$ cat config.mk
export PLATFORM = sky130hd
export DESIGN_NAME = preemptive_priority_scheduler_core
export DESIGN_NICKNAME = d
export VERILOG_FILES = /design/src/pps_pkg.sv /design/src/preemptive_priority_scheduler_core.sv
export SDC_FILE = /design/constraint.sdc
export NUM_CORES = 1
export LEC_CHECK = 0
export BUFFER_PORTS_ARGS = -buffer_cell sky130_fd_sc_hd__buf_4
export CORE_ASPECT_RATIO = 0.6
export CORE_MARGIN = 2
export CORE_UTILIZATION = 24
export CTS_CLUSTER_SIZE = 12
export DETAILED_ROUTE_END_ITERATION = 10
export PLACE_DENSITY_LB_ADDON = 0.3
export SYNTH_ARGS = -nofsm -noshare
export SYNTH_HDL_FRONTEND = slang
export SYNTH_SLANG_ARGS = --single-unit
$ cat constraint.sdc
create_clock -name clk -period 9.3 [get_ports clk]
set_input_delay 1.395 -clock clk [delete_from_list [all_inputs] [get_ports clk]]
set_output_delay 1.395 -clock clk [all_outputs]
set_load 0.05 [all_outputs]
$ cat src/pps_pkg.sv
`default_nettype none

package pps_pkg;

	// operation codes
	localparam logic OP_LOAD = 1'b0;
	localparam logic OP_TICK = 1'b1;

	typedef struct packed {
		logic        operation;
		logic [3:0]  slot;
		logic [7:0]  burst_length;
		logic [15:0] arrival_time;
		logic [7:0]  priority_level;
	} item_t;

	typedef struct packed {
		logic        ran;
		logic [3:0]  ran_slot;
		logic [15:0] start_time;
		logic        finished;
		logic [15:0] waiting_time;
		logic [15:0] turnaround_time;
	} result_t;

	typedef enum logic [1:0] {
		ST_IDLE,
		ST_SCAN,
		ST_UPDATE
	} state_t;

endpackage

`default_nettype wire

$ cat src/preemptive_priority_scheduler_core.sv
`default_nettype none

// Channel   Ports                      Beat taken when
// -------   -------------------------  ------------------------------
// command   start, busy, item          rising edge with start & !busy
// result    done, result               rising edge ending the done cycle
//
// A load command is written to the slot table at its accepting edge; busy
// stays low and no result beat follows.
// A tick command runs a scan, then an update: one comparator walks the slot
// table through a single registered read port, one entry per cycle, then
// the update state writes back the winner and registers the result beat.
// done is high for one cycle after the update; a new command may be
// accepted in that same cycle.
// arst_n clears the active bits, current time and the sequencer; the slot
// table itself is not cleared, entries are read only behind an active bit.
// The receiver cannot stall: each result beat is shown once and is gone.

module preemptive_priority_scheduler_core #(
	parameter int SLOTS     = 16,
	parameter int TIME_BITS = 16
) (
	input  wire             clk,
	input  wire             arst_n,
	input  wire             start,
	output logic            busy,
	input  pps_pkg::item_t  item,
	output logic            done,
	output pps_pkg::result_t result
);

	import pps_pkg::*;

	localparam int IDX_W = (SLOTS > 1) ? $clog2(SLOTS) : 1;
	localparam int CNT_W = $clog2(SLOTS + 1);

	// slot table: one write port (load or update), one registered read port (scan)
	logic [7:0]           mem_burst [SLOTS];
	logic [7:0]           mem_rem   [SLOTS];
	logic [TIME_BITS-1:0] mem_arr   [SLOTS];
	logic [7:0]           mem_pri   [SLOTS];

	logic [SLOTS-1:0]     active_q;
	logic [TIME_BITS-1:0] time_q;
	state_t               state_q, state_nxt;
	logic [CNT_W-1:0]     ptr_q;

	// read pipeline
	logic                 rd_vld_s1;
	logic [IDX_W-1:0]     rd_idx_s1;
	logic [7:0]           rd_burst_s1;
	logic [7:0]           rd_rem_s1;
	logic [TIME_BITS-1:0] rd_arr_s1;
	logic [7:0]           rd_pri_s1;

	// best candidate so far
	logic                 best_vld_q;
	logic [IDX_W-1:0]     best_idx_q;
	logic [7:0]           best_burst_q;
	logic [7:0]           best_rem_q;
	logic [TIME_BITS-1:0] best_arr_q;
	logic [7:0]           best_pri_q;

	logic                 done_q;
	result_t              result_q;

	logic                 accept;
	logic                 load_we;
	logic [IDX_W-1:0]     load_idx;
	logic                 issue_rd;
	logic                 elig;
	logic                 better;
	logic [7:0]           rem_new;
	logic [TIME_BITS-1:0] fin_time;
	logic [TIME_BITS-1:0] tat;
	logic [TIME_BITS-1:0] wt;

	assign accept   = start && !busy;
	assign load_idx = IDX_W'(item.slot);
	// loads past the end of the table are dropped
	assign load_we  = accept && (item.operation == OP_LOAD) && (32'(item.slot) < SLOTS);

	assign issue_rd = (state_q == ST_SCAN) && (ptr_q < CNT_W'(SLOTS));

	// readiness: loaded, unfinished and arrived; then priority, then arrival.
	// Scan order is ascending, so equal keys keep the lower slot.
	assign elig   = rd_vld_s1 && active_q[rd_idx_s1] && (rd_rem_s1 != 8'd0)
	                && (rd_arr_s1 <= time_q);
	assign better = !best_vld_q || (rd_pri_s1 < best_pri_q)
	                || ((rd_pri_s1 == best_pri_q) && (rd_arr_s1 < best_arr_q));

	assign rem_new  = best_rem_q - 8'd1;
	assign fin_time = time_q + TIME_BITS'(1);
	assign tat      = fin_time - best_arr_q;
	assign wt       = tat - TIME_BITS'(best_burst_q);

	// sequencer
	always_ff @(posedge clk or negedge arst_n) begin
		if (!arst_n) begin
			state_q <= ST_IDLE;
		end else begin
			state_q <= state_nxt;
		end
	end

	always_comb begin
		state_nxt = state_q;
		busy      = 1'b1;
		unique case (state_q)
			ST_IDLE: begin
				busy = 1'b0;
				if (start && item.operation == OP_TICK) begin
					state_nxt = ST_SCAN;
				end
			end
			ST_SCAN: begin
				// last compare happens in the cycle after the last read
				if (ptr_q == CNT_W'(SLOTS)) begin
					state_nxt = ST_UPDATE;
				end
			end
			ST_UPDATE: begin
				state_nxt = ST_IDLE;
			end
			default: begin
				state_nxt = ST_IDLE;
			end
		endcase
	end

	// control registers
	always_ff @(posedge clk or negedge arst_n) begin
		if (!arst_n) begin
			active_q   <= '0;
			time_q     <= '0;
			ptr_q      <= '0;
			rd_vld_s1  <= 1'b0;
			best_vld_q <= 1'b0;
			done_q     <= 1'b0;
		end else begin
			done_q    <= 1'b0;
			rd_vld_s1 <= issue_rd;
			if (load_we) begin
				active_q[load_idx] <= 1'b1;
			end
			if (accept && item.operation == OP_TICK) begin
				ptr_q      <= '0;
				best_vld_q <= 1'b0;
			end
			if (issue_rd) begin
				ptr_q <= ptr_q + CNT_W'(1);
			end
			if (state_q == ST_SCAN && elig && better) begin
				best_vld_q <= 1'b1;
			end
			if (state_q == ST_UPDATE) begin
				// idle ticks advance time as well
				time_q <= fin_time;
				done_q <= 1'b1;
			end
		end
	end

	// slot table write and registered read
	always_ff @(posedge clk) begin
		if (load_we) begin
			mem_burst[load_idx] <= item.burst_length;
			mem_rem[load_idx]   <= item.burst_length;
			mem_arr[load_idx]   <= TIME_BITS'(item.arrival_time);
			mem_pri[load_idx]   <= item.priority_level;
		end else if (state_q == ST_UPDATE && best_vld_q) begin
			mem_rem[best_idx_q] <= rem_new;
		end
		if (issue_rd) begin
			rd_burst_s1 <= mem_burst[ptr_q[IDX_W-1:0]];
			rd_rem_s1   <= mem_rem[ptr_q[IDX_W-1:0]];
			rd_arr_s1   <= mem_arr[ptr_q[IDX_W-1:0]];
			rd_pri_s1   <= mem_pri[ptr_q[IDX_W-1:0]];
			rd_idx_s1   <= ptr_q[IDX_W-1:0];
		end
	end

	// winner payload and result beat
	always_ff @(posedge clk) begin
		if (state_q == ST_SCAN && elig && better) begin
			best_idx_q   <= rd_idx_s1;
			best_burst_q <= rd_burst_s1;
			best_rem_q   <= rd_rem_s1;
			best_arr_q   <= rd_arr_s1;
			best_pri_q   <= rd_pri_s1;
		end
		if (state_q == ST_UPDATE) begin
			result_q.start_time <= 16'(time_q);
			if (best_vld_q) begin
				result_q.ran      <= 1'b1;
				result_q.ran_slot <= 4'(best_idx_q);
				if (rem_new == 8'd0) begin
					result_q.finished        <= 1'b1;
					result_q.waiting_time    <= 16'(wt);
					result_q.turnaround_time <= 16'(tat);
				end else begin
					result_q.finished        <= 1'b0;
					result_q.waiting_time    <= 16'd0;
					result_q.turnaround_time <= 16'd0;
				end
			end else begin
				result_q.ran             <= 1'b0;
				result_q.ran_slot        <= 4'd0;
				result_q.finished        <= 1'b0;
				result_q.waiting_time    <= 16'd0;
				result_q.turnaround_time <= 16'd0;
			end
		end
	end

	assign done   = done_q;
	assign result = result_q;

	// a result beat only ever follows the update cycle
	a_done_after_update: assert property (@(posedge clk) disable iff (!arst_n)
		done |-> $past(state_q == ST_UPDATE))
		else $error("result beat without update cycle");

	// an idle tick reports no completion
	a_idle_clean: assert property (@(posedge clk) disable iff (!arst_n)
		(done && !result.ran) |-> (!result.finished && result.waiting_time == 16'd0
		&& result.turnaround_time == 16'd0))
		else $error("idle tick reports completion");

	// a tick makes the block busy; a load does not
	a_tick_busy: assert property (@(posedge clk) disable iff (!arst_n)
		(start && !busy && item.operation == OP_TICK) |=> busy)
		else $error("tick accepted but block not busy");

	a_load_quiet: assert property (@(posedge clk) disable iff (!arst_n)
		(start && !busy && item.operation == OP_LOAD) |=> (!busy && !done))
		else $error("load produced activity");

endmodule

`default_nettype wire
* Yosys cells after proc, flatten, opt, wreduce, memory -nomap -nowiden
Memory sizes are Yosys's and may differ from the RTL's. A register that Yosys moved wholly into a read port is not among the register bits. Index checks and enable logic that the tools add are counted.
Operators by class: bitwise logic cells 2, equal/unequal tests 6, multiplexer cells 23, reduce and logical (&&, ||, !) cells 24, order comparisons 7, add/subtract/negate cells 5
Operators by type and width (count):
- 2-to-1 mux 33 bit | 1
- adder 16 x 1 -> 16 bit, second input constant | 1
- less-or-equal comparator 16 bit | 1
- < comparator 16 bit | 1
- OR 16 bit | 1
- subtractor 16 bit | 1
- subtractor 16 x 8 -> 16 bit | 1
- 2-to-1 mux 5 bit | 3
- logical AND 1 bit | 13
- 2-to-1 mux 1 bit | 12
- < comparator 4 x 5 -> 1 bit, second input constant | 2
- == test 8 bit | 1
- zero test 8 bit | 1
- < comparator 8 bit | 1
- 2-to-1 mux 8 bit | 1
- nonzero test 8 bit | 1
- OR reduction 8 bit | 1
- subtractor 8 x 1 -> 8 bit, second input constant | 1
- adder 5 x 1 -> 5 bit, second input constant | 1
- == test 5 bit, second input constant | 1
- < comparator 5 bit, second input constant | 1
- binary-select mux 1 bit (select 4 bit) | 1
- demux 1 bit (select 4 bit) | 1
- >= comparator 4 x 1 -> 1 bit, second input constant | 1
- 13 further kinds | 17
Word-level totals: memory bits (writable) 640, output and inout bits 56, word-level logic and storage cells 90, flip-flop bits (word level) 144, memories 4
Memories:
- mem_arr | words 16, width 16, rd ports 1, clocked after memory_dff 1, write ports 1, RTL line preemptive_priority_scheduler_core.sv:40 | logic [TIME_BITS-1:0] mem_arr [SLOTS];
- mem_burst | words 16, width 8, rd ports 1, clocked after memory_dff 1, write ports 1, RTL line preemptive_priority_scheduler_core.sv:38 | logic [7:0] mem_burst [SLOTS];
- mem_pri | words 16, width 8, rd ports 1, clocked after memory_dff 1, write ports 1, RTL line preemptive_priority_scheduler_core.sv:41 | logic [7:0] mem_pri [SLOTS];
- mem_rem | words 16, width 8, rd ports 1, clocked after memory_dff 1, write ports 1, RTL line preemptive_priority_scheduler_core.sv:39 | logic [7:0] mem_rem [SLOTS];

* Depth between registers and ports, before layout
Gate-level depths: netlist of run 1.
depth in word-level cells 8, mapped depth 16, gate-level depth less buffers 16

* Least setup slack after synthesis of run 1
Ideal clock, no wire load.
path type in2reg, start point in start, end point mem mem_arr[4][0], enable pin, path slack 4.777 ns, stages on the path 4, data required time 8.838 ns, path buffers 0, setup time 0.462 ns, arrival time 4.061 ns, cells stage by stage nand2_1 nor2_1 nand3_1 nor3_1
On the way: word-level cells in the longest chain between the ends 4
Ends and longest elaborated chain:
- from (decl) | RTL line preemptive_priority_scheduler_core.sv:25 | input wire start,
- logical AND 1 bit | RTL line preemptive_priority_scheduler_core.sv:78 | assign accept = start && !busy;
- logical AND 1 bit | RTL line preemptive_priority_scheduler_core.sv:81 | assign load_we = accept && (item.operation == OP_LOAD) && (32'(item.slot) < SLOTS);
- 2-to-1 mux 1 bit | RTL line preemptive_priority_scheduler_core.sv:166 | if (load_we) begin
- 2-to-1 mux 1 bit (implied by the code) | RTL line preemptive_priority_scheduler_core.sv:169 | mem_arr[load_idx] <= TIME_BITS'(item.arrival_time);
- to (decl) | RTL line preemptive_priority_scheduler_core.sv:40
Every way passes these cells.

* Worst setup path in the final report of run 1
start point reg time_q[0], end point reg result_q (netlist bit result[30]), data pin
On the way: word-level cells in the longest chain between the ends 3
Ends and longest elaborated chain:
- from (decl) | RTL line preemptive_priority_scheduler_core.sv:44 | logic [TIME_BITS-1:0] time_q;
- from (signal assigned) | RTL line preemptive_priority_scheduler_core.sv:158 | time_q <= fin_time;
- adder 16 x 1 -> 16 bit | RTL line preemptive_priority_scheduler_core.sv:93 | assign fin_time = time_q + TIME_BITS'(1);
- net fin_time[6] | RTL line preemptive_priority_scheduler_core.sv:74 | logic [TIME_BITS-1:0] fin_time;
- subtractor 16 bit | RTL line preemptive_priority_scheduler_core.sv:94 | assign tat = fin_time - best_arr_q;
- net tat[7] | RTL line preemptive_priority_scheduler_core.sv:75 | logic [TIME_BITS-1:0] tat;
- subtractor 16 x 8 -> 16 bit | RTL line preemptive_priority_scheduler_core.sv:95 | assign wt = tat - TIME_BITS'(best_burst_q);
- to (decl) | RTL line preemptive_priority_scheduler_core.sv:65 | result_t result_q;
The timed path passes the listed nets, and every way through them passes these cells. A chain may end at the register's enable or synchronous reset.

==> results.sh, run 1 <==
export IMPL_final_util=0.282
export IMPL_min_delay_path_class="register to register"
export IMPL_vdd_drop_max_mv=0.125
export IMPL_fmax_mhz=213
export IMPL_post_cts_setup_buffer_count=0
export IMPL_ys_warnings_count=0
export IMPL_cp_arrival_ps=5120
export IMPL_floorplan_initialDensity=0.242
export IMPL_tritoncts="done"
export IMPL_worst_slew_pin_transition_ps=1250
export IMPL_grt_first_pass_wirelength_um=119000
export IMPL_area_delta_synth_final_pct=16.5
export IMPL_timing_final_max_slew_violations=0
export IMPL_grt_antenna_before_repair=12
export IMPL_grt_setup_unrepaired="no"
export IMPL_clock_sinks=824
export IMPL_leakagePower_nw=12.6
export IMPL_cts_htree_levels=3
export IMPL_min_period_over_period=0.506
export IMPL_design_die_area_sq_um=141000
export IMPL_detailedPlacementHpwl_um=48700
export IMPL_ctsHoldBuffers=0
export IMPL_row_count=105
export IMPL_critical_path_max_stage_delay_ps=570
export IMPL_via_per_inst=4.46
export IMPL_clock_transition_time_at_the_flip_flop_clock_pins_of_the_worst_setup_and_hold_paths_ps=70
export IMPL_first_pass_iters=7
export IMPL_grt_pass1_vias=16691
export IMPL_synthArstFlopShare=0.0510
export IMPL_skew_ps=20.6
export IMPL_synth_enable_flop_cells=782
export IMPL_grt_start_max_net_pins=66
export IMPL_portion_of_synthesized_cell_area_occupied_by_the_leading_cell_type=0.711
export IMPL_timing_final_hold_violations=0
export IMPL_insertion_delay_ps=660
export IMPL_final_cells=3665
export IMPL_postRouteAntennaNets=0
export IMPL_placement_io_buffers=95
export IMPL_dp_cells=3544
export IMPL_detailroute_via_count=16358
export IMPL_cpMaxStageDelayCell="sky130_fd_sc_hd__a2111oi_0"
export IMPL_slew_headroom=0.166
export IMPL_wl_per_cell_um=22.4
export IMPL_chipWidth_um=483
export IMPL_pwr_density_cell_nw_per_um2=184
export IMPL_end_kind="register"
export IMPL_worst_path_buf_inv=0
export IMPL_synth_commonest_cells="sky130_fd_sc_hd__edfxtp_1 (782), sky130_fd_sc_hd__mux4_2 (205), sky130_fd_sc_hd__nor2_1 (80), sky130_fd_sc_hd__ha_1 (67), sky130_fd_sc_hd__inv_1 (65)"
export IMPL_synth_flop_cell="sky130_fd_sc_hd__edfxtp_1"
export IMPL_post_cts_resize_count=0
export IMPL_ys_seq_elements=824
export IMPL_number_of_setup_violations_in_the_final_report=0
export IMPL_fin_setup_tns_ps=0
export IMPL_clock_tree_root_cell="sky130_fd_sc_hd__clkbuf_16"
export IMPL_kind_of_launch_point_of_the_worst_setup_path="register"
export IMPL_worst_path_class_setup="register to register"
export IMPL_synth_avg_cell_area_sq_um=20.1
export IMPL_place_congestion=0.811
export IMPL_max_capacitance_violation_count=0
export IMPL_synth_area_leader_cell="sky130_fd_sc_hd__edfxtp_1"
export IMPL_cts_buffer_depth=3
export IMPL_synth_fp_nets=1755
export IMPL_grt_total_usage=0.116
export IMPL_critical_path_rt_ps=9720
export IMPL_mappedNetlistArea_sq_um=33000
export IMPL_drc_violations_left=0
export IMPL_synthCells=1646
export IMPL_design_final_nets=1916
export IMPL_core_area_sq_um=137000
export IMPL_final_layout_size_suffix_gt1_frac=0.263
export IMPL_outcome="completed"
export IMPL_synthDistinctLibCells=58
export IMPL_seq_area_frac_synth=0.743
export IMPL_worstPathCellList="ha_1 > and3_1 > and3_1 > xnor2_1 > ha_1 > a21o_1 > or3_1 > o21ai_2 > xnor2_1 > ha_1 > a2111oi_0 > o21ai_0 > nor3_1 > mux2_2"
export IMPL_path_common_cell="sky130_fd_sc_hd__ha_1"
export IMPL_leftover_overflow_at_the_end_of_global_routing=0
export IMPL_tritoncts_num_buffers=79
export IMPL_post_synth_top_count_cell="sky130_fd_sc_hd__edfxtp_1"
export IMPL_floorplan_die_height_um=291
export IMPL_critical_path_top_delay_family="compound AO/OA/AOI/OAI gates"
export IMPL_layout_min_cycle_time_ps=4710
export IMPL_io_pins=96
export IMPL_worst_path_max_fanout=6
export IMPL_postRouteWirelength_um=82000
export IMPL_synth_area_leaders="sky130_fd_sc_hd__edfxtp_1 (71%), sky130_fd_sc_hd__mux4_2 (14%), sky130_fd_sc_hd__dfrtp_1 (3.2%), sky130_fd_sc_hd__ha_1 (2.5%), sky130_fd_sc_hd__xnor2_1 (1.2%)"
export IMPL_initialDrtViolationCount=1604
[layout by cell type, fill, tap and decap left out, types with 12 or more instances in the layout]
| cell type | instances |
|---|---|
| sky130_fd_sc_hd__edfxtp_1 | 782 |
| sky130_fd_sc_hd__mux4_2 | 205 |
| sky130_fd_sc_hd__buf_4 | 137 |
| sky130_fd_sc_hd__clkbuf_16 | 80 |
| sky130_fd_sc_hd__nor2_1 | 68 |
| sky130_fd_sc_hd__ha_1 | 67 |
| sky130_fd_sc_hd__inv_1 | 63 |
| sky130_fd_sc_hd__xnor2_1 | 46 |
| sky130_fd_sc_hd__nand2_1 | 43 |
| sky130_fd_sc_hd__dfrtp_1 | 38 |
| sky130_fd_sc_hd__o21ai_0 | 31 |
| sky130_fd_sc_hd__clkbuf_1 | 27 |
| sky130_fd_sc_hd__a21oi_1 | 22 |
| sky130_fd_sc_hd__nand3_1 | 20 |
| sky130_fd_sc_hd__nor3_1 | 20 |
| sky130_fd_sc_hd__or2_2 | 18 |
| sky130_fd_sc_hd__a21o_1 | 17 |
| sky130_fd_sc_hd__and2_1 | 15 |
| sky130_fd_sc_hd__nor2_4 | 12 |
[cell families after synthesis]
| kind of cell | synth area share |
|---|---|
| and+or+nand+nor | 0.0367 |
| AOI/OAI and AO/OA | 0.0238 |
| adders and majority gates | 0.0266 |
| buffers and inverters | 0.0142 |
| DFF | 0.743 |
| xor gates and xnor gates | 0.0148 |
| muxes | 0.141 |
[flip-flops by register name, indices dropped and copies added (netlist names), 16 cells and up]
register,flops
active_q,16
best_arr_q,16
mem_arr,256
mem_burst,128
mem_pri,128
mem_rem,128
rd_arr_s1,16
result,54
time_q,16
[power breakdown]
group          internal, W  total [W]  switching (W)
clock              0.00161    0.00296        0.00135
sequential         0.00405    0.00405              0
combinational    0.0000151  0.0000656      0.0000505
[through the flow]
stage	hold WS [ps]	total power (W)	setup slack, ps	cell area (sq um)
floorplan	400	0.00414	4780	33000
global placement	420	0.00418	4650	36200
detailed placement	430	0.00419	4720	36200
CTS	440	0.00717	4690	38500
global route	461	0.00731	4220	38500
finish	441	0.00708	4590	38500
[routing by layer]
layer  global-route usage  share of wire  vias up
li1                     -              -     6965
met1                0.171           0.47     8778
met2                0.176           0.45      490
met3               0.0241          0.058      117
met4               0.0265          0.017        8
met5                    0        0.00070        -
[layout make-up]
class                   instances  area, sq um
diodes                          1         2.50
flip-flops and latches        824        24500
inverters                      65          244
clock inverters                 8         93.8
multi-input cells             700         8130
repair buffers                137         1030
well taps                    1819         2280
fillers                     13459        98100
clock buffers                 111         2160
[path summary, 6_finish.rpt]
path                           startpoint              end  cells after the start  slack, ps
hold / removal             rd_burst_s1[0]  best_burst_q[0]                      0        440
setup / recovery                time_q[0]       result[30]                     14       4590
setup reg to reg                time_q[0]       result[30]                     14       4590
max in group asynchronous          arst_n         ptr_q[0]                      1       8000
hold reg to reg            rd_burst_s1[0]  best_burst_q[0]                      0        440
min in group asynchronous          arst_n        time_q[9]                      1        750
No activity file was read; power rests on OpenSTA's default activity.
==> inputs of run 2 (changes only) <==
==> constraint.sdc (replaced) <==
create_clock -name clk -period 4.03 [get_ports clk]
set_input_delay 0.6045 -clock clk [delete_from_list [all_inputs] [get_ports clk]]
set_output_delay 0.6045 -clock clk [all_outputs]
set_load 0.05 [all_outputs]
==> run 2 against run 1 <==
Against the previous run: sequential cell count unchanged; worst hold slack got worse by 190 ps; fmax increased by 20%; register-to-register slack got worse by 4500 ps; largest power group unchanged.
==> results.sh, run 2 (synthesis gave the netlist of run 1 again) <==
export IMPL_postRouteWirelength_um=81500
export IMPL_drc_violations_left=0
export IMPL_grt_start_max_net_pins=130
export IMPL_place_congestion=0.814
export IMPL_n_diodes=0
export IMPL_outcome="completed"
export IMPL_layout_cell_area_excl_fill_sq_um=39100
export IMPL_number_of_setup_violations_in_the_final_report=0
export IMPL_tritoncts="done"
export IMPL_end_kind="register"
export IMPL_dp_cells=3592
export IMPL_tritoncts_num_buffers=80
export IMPL_timing_rr_start="time_q[0]"
export IMPL_floorplan_die_height_um=291
export IMPL_skew_ps=30.3
export IMPL_timing_final_hold_violations=0
export IMPL_chipWidth_um=483
export IMPL_worst_slew_pin_transition_ps=1220
export IMPL_cp_arrival_ps=4320
export IMPL_worstPathCellList="ha_1 > and3_1 > and3_4 > xnor2_2 > ha_1 > a21o_1 > or3_1 > o21ai_2 > buf_4 > o21ai_2 > xor2_2 > or4_4 > or2_1 > mux2_4"
export IMPL_detailroute_via_count=16501
export IMPL_layout_min_cycle_time_ps=3920
export IMPL_area_delta_synth_final_pct=18.5
export IMPL_design_die_area_sq_um=141000
export IMPL_critical_path_start="time_q[0]"
export IMPL_leftover_overflow_at_the_end_of_global_routing=0
export IMPL_grt_total_usage=0.116
export IMPL_initialDrtViolationCount=1335
export IMPL_multi_input_area_sq_um=8230
export IMPL_final_cells=3718
export IMPL_worst_path_class_setup="register to register"
export IMPL_worst_path_max_fanout=5
export IMPL_critical_path_max_stage_delay_ps=590
export IMPL_cts_buffer_depth=3
export IMPL_grt_antenna_before_repair=6
export IMPL_registers_top_by_ff_count="mem_arr"
export IMPL_finalPower_w=0.0163
export IMPL_clock_tree_root_cell="sky130_fd_sc_hd__clkbuf_16"
export IMPL_via_per_inst=4.44
export IMPL_hold_start="item[17]"
export IMPL_cts_htree_levels=3
export IMPL_critical_path_rt_ps=4430
export IMPL_fmax_mhz=255
export IMPL_regArea_sq_um=24500
export IMPL_first_pass_iters=6
export IMPL_detailedPlacementHpwl_um=49700
export IMPL_core_area_sq_um=137000
export IMPL_cpMaxStageDelayCell="sky130_fd_sc_hd__or4_4"
export IMPL_largest_register_ffs=256
export IMPL_io_pins=96
export IMPL_postRouteAntennaNets=0
export IMPL_vdd_drop_max_mv=0.240
export IMPL_timing_final_max_slew_violations=0
export IMPL_design_final_nets=1971
export IMPL_nFillCells=13428
export IMPL_insertion_delay_ps=660
export IMPL_clock_transition_time_at_the_flip_flop_clock_pins_of_the_worst_setup_and_hold_paths_ps=60
export IMPL_row_count=105
export IMPL_min_delay_path_class="input port to register"
export IMPL_final_layout_size_suffix_gt1_frac=0.291
export IMPL_kind_of_launch_point_of_the_worst_setup_path="register"
export IMPL_placement_io_buffers=95
export IMPL_wl_per_cell_um=21.9
export IMPL_leakagePower_nw=13.0
export IMPL_floorplan_initialDensity=0.242
export IMPL_grt_pass1_vias=17004
export IMPL_slew_headroom=0.180
export IMPL_layout_commonest_cell="sky130_fd_sc_hd__edfxtp_1"
export IMPL_pwr_density_cell_nw_per_um2=417
export IMPL_dpl_instance_area_sq_um=36700
export IMPL_clock_sinks=824
export IMPL_max_capacitance_violation_count=0
export IMPL_layout_common_cells="sky130_fd_sc_hd__edfxtp_1 (782), sky130_fd_sc_hd__mux4_2 (205), sky130_fd_sc_hd__buf_4 (179), sky130_fd_sc_hd__clkbuf_16 (83), sky130_fd_sc_hd__nor2_1 (68)"
export IMPL_min_period_over_period=0.973
export IMPL_grt_first_pass_wirelength_um=119000
==> run 2: per-layer routing <==
layer,global-route usage,part of all wire,up-vias
li1,-,-,7085
met1,0.168,0.48,8896
met2,0.176,0.45,396
met3,0.0274,0.054,118
met4,0.0220,0.016,6
met5,0,0.00029,-
==> run 2: stage by stage <==
step / util / setup WS [ps] / setup TNS [ps] / hold slack, ps
floorplan: - / 50.0 / 0 / 309
global placement: 0.269 / -73.9 / -96.8 / 416
detailed placement: 0.269 / -119 / -237 / 417
CTS: 0.285 / 20.0 / 0 / 189
global route: 0.286 / -49.8 / -146 / 224
finish: 0.286 / 109 / 0 / 254
==> run 2: layout make-up <==
| type | instances | share of cell area |
|---|---|---|
| inverters | 65 | 0.00624 |
| well taps | 1819 | 0.0582 |
| clock inverters | 6 | 0.00128 |
| flip-flops and latches | 824 | 0.627 |
| multi-input cells | 700 | 0.210 |
| clock buffers | 113 | 0.0562 |
| repair buffers | 191 | 0.0402 |
==> run 2: critical path: cells and delay by family (launching register included) <==
kind,cells,cell delay (ps)
buffers and inverters,1,150
AO/OA/AOI/OAI,3,430
flip-flops,1,380
multiplexers,1,290
XOR/XNOR,2,340
AND/OR/NAND/NOR,5,1530
adder cells (fa/ha/maj),2,520
==> run 2: worst paths after layout <==
path                              endpoint  slack (ps)  cells after the start
max in group asynchronous         ptr_q[3]        2930                      2
max                             result[29]         110                     14
min                         mem_arr[15][9]         250                      1
min in group asynchronous        time_q[6]         580                      2
min reg2reg                best_burst_q[0]         420                      0
max reg2reg                     result[29]         110                     14
==> run 2: power by group <==
| part | internal, W | switching (W) |
|---|---|---|
| Combinational | 0.0000348 | 0.000116 |
| Clock | 0.00376 | 0.00308 |
| Sequential | 0.00934 | 0 |
| Total | 0.0131 | 0.00319 |
==> run 2: what timing repair did <==
item	CTS	global route
resized for setup	3	21
setup endpoints to repair	3	6
hold buffers	1	0
endpoints found under the hold margin	42	0
setup buffers	0	6
pin swaps	1	6
